$ cat src/hw/rtl/tccw_pkg.sv
// ============================================================================
// Text console character writer: shared package
// Geometry constants, payload and control structs, command and state codes.
// ============================================================================
package tccw_pkg;

    // Screen geometry
    localparam int COLUMNS   = 80;
    localparam int ROWS      = 25;
    localparam int RIGHT_PAD = 2;
    localparam int TAB_STEP  = 4;
    localparam int CELLS     = ROWS * COLUMNS;

    // Internal widths
    localparam int ROW_W  = $clog2(ROWS);
    localparam int COL_W  = $clog2(COLUMNS + 1);
    localparam int CELL_W = $clog2(CELLS);
    localparam int SW_W   = $clog2(CELLS + 1);
    localparam int CALC_W = $clog2(CELLS + 2);

    // Field widths
    localparam int CUR_W  = 11;
    localparam int ATTR_W = 8;
    localparam int CHAR_W = 8;
    localparam int WORD_W = ATTR_W + CHAR_W;

    // Character codes and reset attribute
    localparam logic [CHAR_W-1:0] CHAR_BLANK   = 8'h20;
    localparam logic [CHAR_W-1:0] CHAR_NEWLINE = 8'h0A;
    localparam logic [CHAR_W-1:0] CHAR_TAB     = 8'h09;
    localparam logic [ATTR_W-1:0] ATTR_RESET   = 8'h07;

    // Register map (word index taken from paddr[2])
    localparam int  PADDR_W        = 3;
    localparam int  PDATA_W        = 32;
    localparam logic REG_COLOR_ATTR = 1'b0;

    typedef enum logic [1:0] {
        CMD_PUT    = 2'd0,
        CMD_CLEAR  = 2'd1,
        CMD_DELETE = 2'd2,
        CMD_READ   = 2'd3
    } t_cmd;

    typedef struct packed {
        t_cmd        cmd;
        logic [7:0]  char_code;
        logic [10:0] cell_addr;
    } t_in;

    typedef struct packed {
        logic [10:0] cursor_pos;
        logic [4:0]  cur_row;
        logic [6:0]  cur_column;
        logic [15:0] cell_data;
    } t_out;

    typedef enum logic [3:0] {
        S_INIT,
        S_IDLE,
        S_DECODE,
        S_DISPATCH,
        S_COPY,
        S_FILL,
        S_WRITE,
        S_READ,
        S_RESP
    } t_state;

    typedef enum logic [1:0] {
        SWEEP_NONE,
        SWEEP_COPY,
        SWEEP_FILL
    } t_sweep;

    typedef struct packed {
        logic   accept;
        logic   decode;
        logic   sweep_load;
        logic   sweep_from_row;
        t_sweep sweep_op;
        logic   reset_attr;
        logic   do_write;
        logic   do_read;
        logic   load_result;
    } t_dp_cmd;

    typedef struct packed {
        logic pend_scroll;
        logic pend_clear;
        logic pend_wr;
        logic pend_rd;
        logic copy_last;
        logic fill_last;
        logic out_free;
    } t_dp_status;

endpackage

$ cat src/hw/rtl/tccw_ctrl.sv
// ============================================================================
// Text console character writer: controller
// Sequences accept, decode, scroll copy, blank fill, cell access and result.
// ============================================================================
module tccw_ctrl
    import tccw_pkg::*;
(
    input  logic       i_clk,
    input  logic       i_rst_n,
    input  logic       i_in_valid,
    output logic       o_in_stall,
    input  t_dp_status i_status,
    output t_dp_cmd    o_cmd
);

    t_state r_state;
    t_state n_state;

    always_ff @(posedge i_clk) begin
        if (!i_rst_n) begin
            r_state <= S_INIT;
        end else begin
            r_state <= n_state;
        end
    end

    always_comb begin
        n_state = r_state;
        unique case (r_state)
            S_INIT: begin
                if (i_status.fill_last) n_state = S_IDLE;
            end
            S_IDLE: begin
                if (i_in_valid) n_state = S_DECODE;
            end
            S_DECODE: begin
                n_state = S_DISPATCH;
            end
            S_DISPATCH: begin
                if (i_status.pend_scroll) n_state = S_COPY;
                else if (i_status.pend_clear) n_state = S_FILL;
                else if (i_status.pend_wr) n_state = S_WRITE;
                else if (i_status.pend_rd) n_state = S_READ;
                else n_state = S_RESP;
            end
            S_COPY: begin
                if (i_status.copy_last) n_state = S_FILL;
            end
            S_FILL: begin
                if (i_status.fill_last) n_state = i_status.pend_wr ? S_WRITE : S_RESP;
            end
            S_WRITE: begin
                n_state = S_RESP;
            end
            S_READ: begin
                n_state = S_RESP;
            end
            S_RESP: begin
                if (i_status.out_free) n_state = S_IDLE;
            end
            default: begin
                n_state = S_IDLE;
            end
        endcase
    end

    always_comb begin
        o_cmd      = '0;
        o_in_stall = 1'b1;
        unique case (r_state)
            S_INIT: begin
                o_cmd.sweep_op   = SWEEP_FILL;
                o_cmd.reset_attr = 1'b1;
            end
            S_IDLE: begin
                o_in_stall   = 1'b0;
                o_cmd.accept = i_in_valid;
            end
            S_DECODE: begin
                o_cmd.decode = 1'b1;
            end
            S_DISPATCH: begin
                o_cmd.sweep_load = 1'b1;
            end
            S_COPY: begin
                // reload for the bottom row fill on the final copy step
                o_cmd.sweep_op       = SWEEP_COPY;
                o_cmd.sweep_load     = i_status.copy_last;
                o_cmd.sweep_from_row = 1'b1;
            end
            S_FILL: begin
                o_cmd.sweep_op = SWEEP_FILL;
            end
            S_WRITE: begin
                o_cmd.do_write = 1'b1;
            end
            S_READ: begin
                o_cmd.do_read = 1'b1;
            end
            S_RESP: begin
                o_cmd.load_result = i_status.out_free;
            end
            default: begin
                o_cmd = '0;
            end
        endcase
    end

    a_accept_decode: assert property (@(posedge i_clk) disable iff (!i_rst_n)
        (r_state == S_IDLE && i_in_valid) |=> (r_state == S_DECODE))
        else $error("accepted transfer not followed by decode");

    a_init_once: assert property (@(posedge i_clk) disable iff (!i_rst_n)
        (r_state != S_INIT) |=> (r_state != S_INIT))
        else $error("clearing pass re-entered outside reset");

    a_copy_then_fill: assert property (@(posedge i_clk) disable iff (!i_rst_n)
        (r_state == S_COPY && i_status.copy_last) |=> (r_state == S_FILL))
        else $error("row copy not followed by bottom row blanking");

endmodule

$ cat config.mk
export PLATFORM = sky130hd
export DESIGN_NAME = tccw_ctrl
export DESIGN_NICKNAME = d
export VERILOG_FILES = /design/src/hw/rtl/tccw_pkg.sv /design/src/hw/rtl/tccw_ctrl.sv
export SDC_FILE = /design/constraint.sdc
export NUM_CORES = 1
export LEC_CHECK = 0
export BUFFER_PORTS_ARGS = -buffer_cell sky130_fd_sc_hd__buf_2
export CAP_MARGIN = 25
export CORE_UTILIZATION = 25
export CTS_CLUSTER_DIAMETER = 30
export DETAILED_ROUTE_END_ITERATION = 16
export GPL_ROUTABILITY_DRIVEN = 0
export GPL_TIMING_DRIVEN = 0
export HOLD_SLACK_MARGIN = 0.06
export PLACE_DENSITY = 0.62
export SLEW_MARGIN = 20
export SYNTH_ARGS = -nofsm -noshare
export SYNTH_HDL_FRONTEND = slang
export SYNTH_SLANG_ARGS = --single-unit
export TNS_END_PERCENT = 10
$ cat constraint.sdc
create_clock -name i_clk -period 1.6 [get_ports i_clk]
set_input_delay 0.08 -clock i_clk [delete_from_list [all_inputs] [get_ports i_clk]]
set_output_delay 0.08 -clock i_clk [all_outputs]
set_load 0.05 [all_outputs]
==> flow_summary.ini <==
[power]
finalPower_mw = 1.35
power_density_nw_per_um2 = 1940
leakage_nw = 0.310
ir_drop_uv = 993

[floorplan]
pin_count = 21
dieArea_um2 = 2020
dieHeight_um = 45.0
core_area_um2 = 1730
start_util = 0.267
num_rows = 15
die_x_um = 45.0

[yosys]
ys_types = 31
yosysWarnings = 0
synth_area_leaders = dfxtp_1 (17%), nor2_1 (8.1%), mux2i_1 (6.5%)
syn_inst = 67
syn_avg_cell_area_um2 = 6.89
synth_area_um2 = 462
yosys.area.top_type = dfxtp_1
synth_top_area_frac = 0.173
ys_ff_latch = 4
syn_nets = 77
seq_area_frac_synth = 0.173

[sta]
period_share = 1.01
setup_tns_ns = -0.0401
finalSetupViolations = 4
clock_skew_ns = 0.00169
rsz0062_at_grt = yes
slew_violations = 0
worstMarginPinSlew_ns = 0.408
min_period_ns = 1.61
setup_ws_ns = -0.0138
hold_viol = 0
fmax_ghz = 0.620
slew-limit-headroom = 0.725

[detailed_routing]
drt_iter0_drc = 12
num_vias = 609
drc = 0
wl_per_cell_um = 11.6
routed_wl_um = 1380
ant_nets = 0
vias_per_cell = 5.12
drt_first_pass_iters = 4

[global_route]
grtUsageTotal = 0.127
grt_pass1_wl_um = 1890
grt_max_degree = 11
overflow = 0
grt_pass1_vias = 463
antenna_found_initial = 0

[final_layout]
area_growth_pct = 50.9
largest_register = r_state
fin_cells = 119
final-seq-area_um2 = 83.8
final_common_cell = buf_2
multiInputGateArea_um2 = 373
drive_above_1_share = 0.468
fin_area_um2 = 697
final_cell_mix = buf_2 (18), nor2_1 (10), buf_4 (5), inv_1 (5)
nets = 106
largest_register_ffs = 4
fillers = 191
biggestRegsByFlops = r_state x4
n_antenna_cell = 0

[clock_network]
clkTransAtPathRegs_ns = 0.04
clk_latency_ns = 0.23
htreeDepth = 1
cts_hold_buf = 0
root_buffer = clkbuf_4
cts.sinks = 4
cts_tree = yes
cts_inserted_buffers = 3
cts.path.max_buffers = 2

[worst_setup_path]
cp.required_ns = 1.76
cpPeakStageDelay_ns = 0.48
crit_path_end_kind = flop
worstPathCellList = buf_4 > nand2b_4 > or4b_4 > or3_1 > a31oi_1
critPathKind = flop to flop
critPathLaunchType = flop
critPathArrivalTime_ns = 1.77
critPathSlowestCell = or4b_4
cp_max_fo = 10

[flow_run]
cap_violations = 0

[status]
violations = setup timing
status = finished with violations

[placed_design]
place_hpwl_um = 972
place.port_buffers = 20
place_area_um2 = 598
dp_cells = 112

[min_path]
hp-class = input port to flop
==> power breakdown <==
part	internal (mW)	switching, mW
sequential	0.139	0.0343
combinational	0.400	0.655
clock	0.0839	0.0415
total	0.623	0.731
==> worst paths after layout <==
| check | from | end | slack, ns | cells after the start |
|---|---|---|---|---|
| min reg2reg | r_state[3] | r_state[3] | 0.69 | 3 |
| max | r_state[3] | r_state[3] | -0.01 | 5 |
| min | i_rst_n | r_state[3] | 0.13 | 3 |
| max reg2reg | r_state[3] | r_state[3] | -0.01 | 5 |
==> per-layer routing <==
layer / part of all wire / up-vias / GRT usage
li1: - / 301 / -
met1: 0.44 / 264 / 0.167
met2: 0.47 / 38 / 0.203
met3: 0.083 / 6 / 0.0600
met4: 0.011 / 0 / 0
met5: 0 / - / 0
==> Yosys cell counts, drive strengths merged <==
| cell | count |
|---|---|
| and3 | 2 |
| nand3 | 1 |
| inv | 5 |
| nand2b | 3 |
| or4b | 2 |
| nor4 | 1 |
| nor2 | 10 |
| o32ai | 1 |
| mux2i | 3 |
| nand3b | 1 |
| nor3b | 3 |
| o31ai | 1 |
| o32a | 1 |
| dfxtp | 4 |
| clkbuf | 2 |
| or2 | 1 |
| o22ai | 1 |
| o21ai | 2 |
| a31oi | 2 |
| o41a | 1 |
| buf | 2 |
| nand2 | 2 |
| and2 | 1 |
| and2b | 1 |
| or3 | 3 |
| nor3 | 3 |
| nand4 | 1 |
| nor2b | 2 |
| a21oi | 4 |
| a211oi | 1 |
==> critical path, delay by kind of cell (launching register included) <==
kind	cells	cell delay, ns
DFF	1	0.29
AOI/OAI and AO/OA	1	0.14
buffers and inverters	1	0.16
and+or+nand+nor	3	0.96
==> stage by stage <==
step	worst slack (ns)	hold slack, ns	utilization
4_1_cts	-0.108	0.103	0.366
6_report	-0.0138	0.133	0.404
2_1_floorplan	-0.293	0.218	-
3_5_place_dp	-0.130	0.350	0.346
5_1_grt	-0.0542	0.126	0.404
3_3_place_gp	-0.123	0.351	0.346
==> kinds of logic after synthesis <==
group,synth area share
and+or+nand+nor,0.461
muxes,0.0650
buffers and inverters,0.0976
AOI/OAI and AO/OA,0.203
DFF,0.173
==> what timing repair did <==
action,in CTS,in global routing
pin swaps,1,4
buffers inserted,0,4
setup endpoints to repair,10,7
gates resized for setup,6,9
hold endpoints to repair,0,0
==> cell type report <==
type	count	area share
Multi-Input combinational cell	54	0.535
Clock buffer	3	0.0323
Buffer	4	0.0413
Sequential cell	4	0.120
Tap cell	25	0.0449
Timing Repair Buffer	24	0.199
Inverter	5	0.0269
No activity file was read; power rests on OpenSTA's default activity.
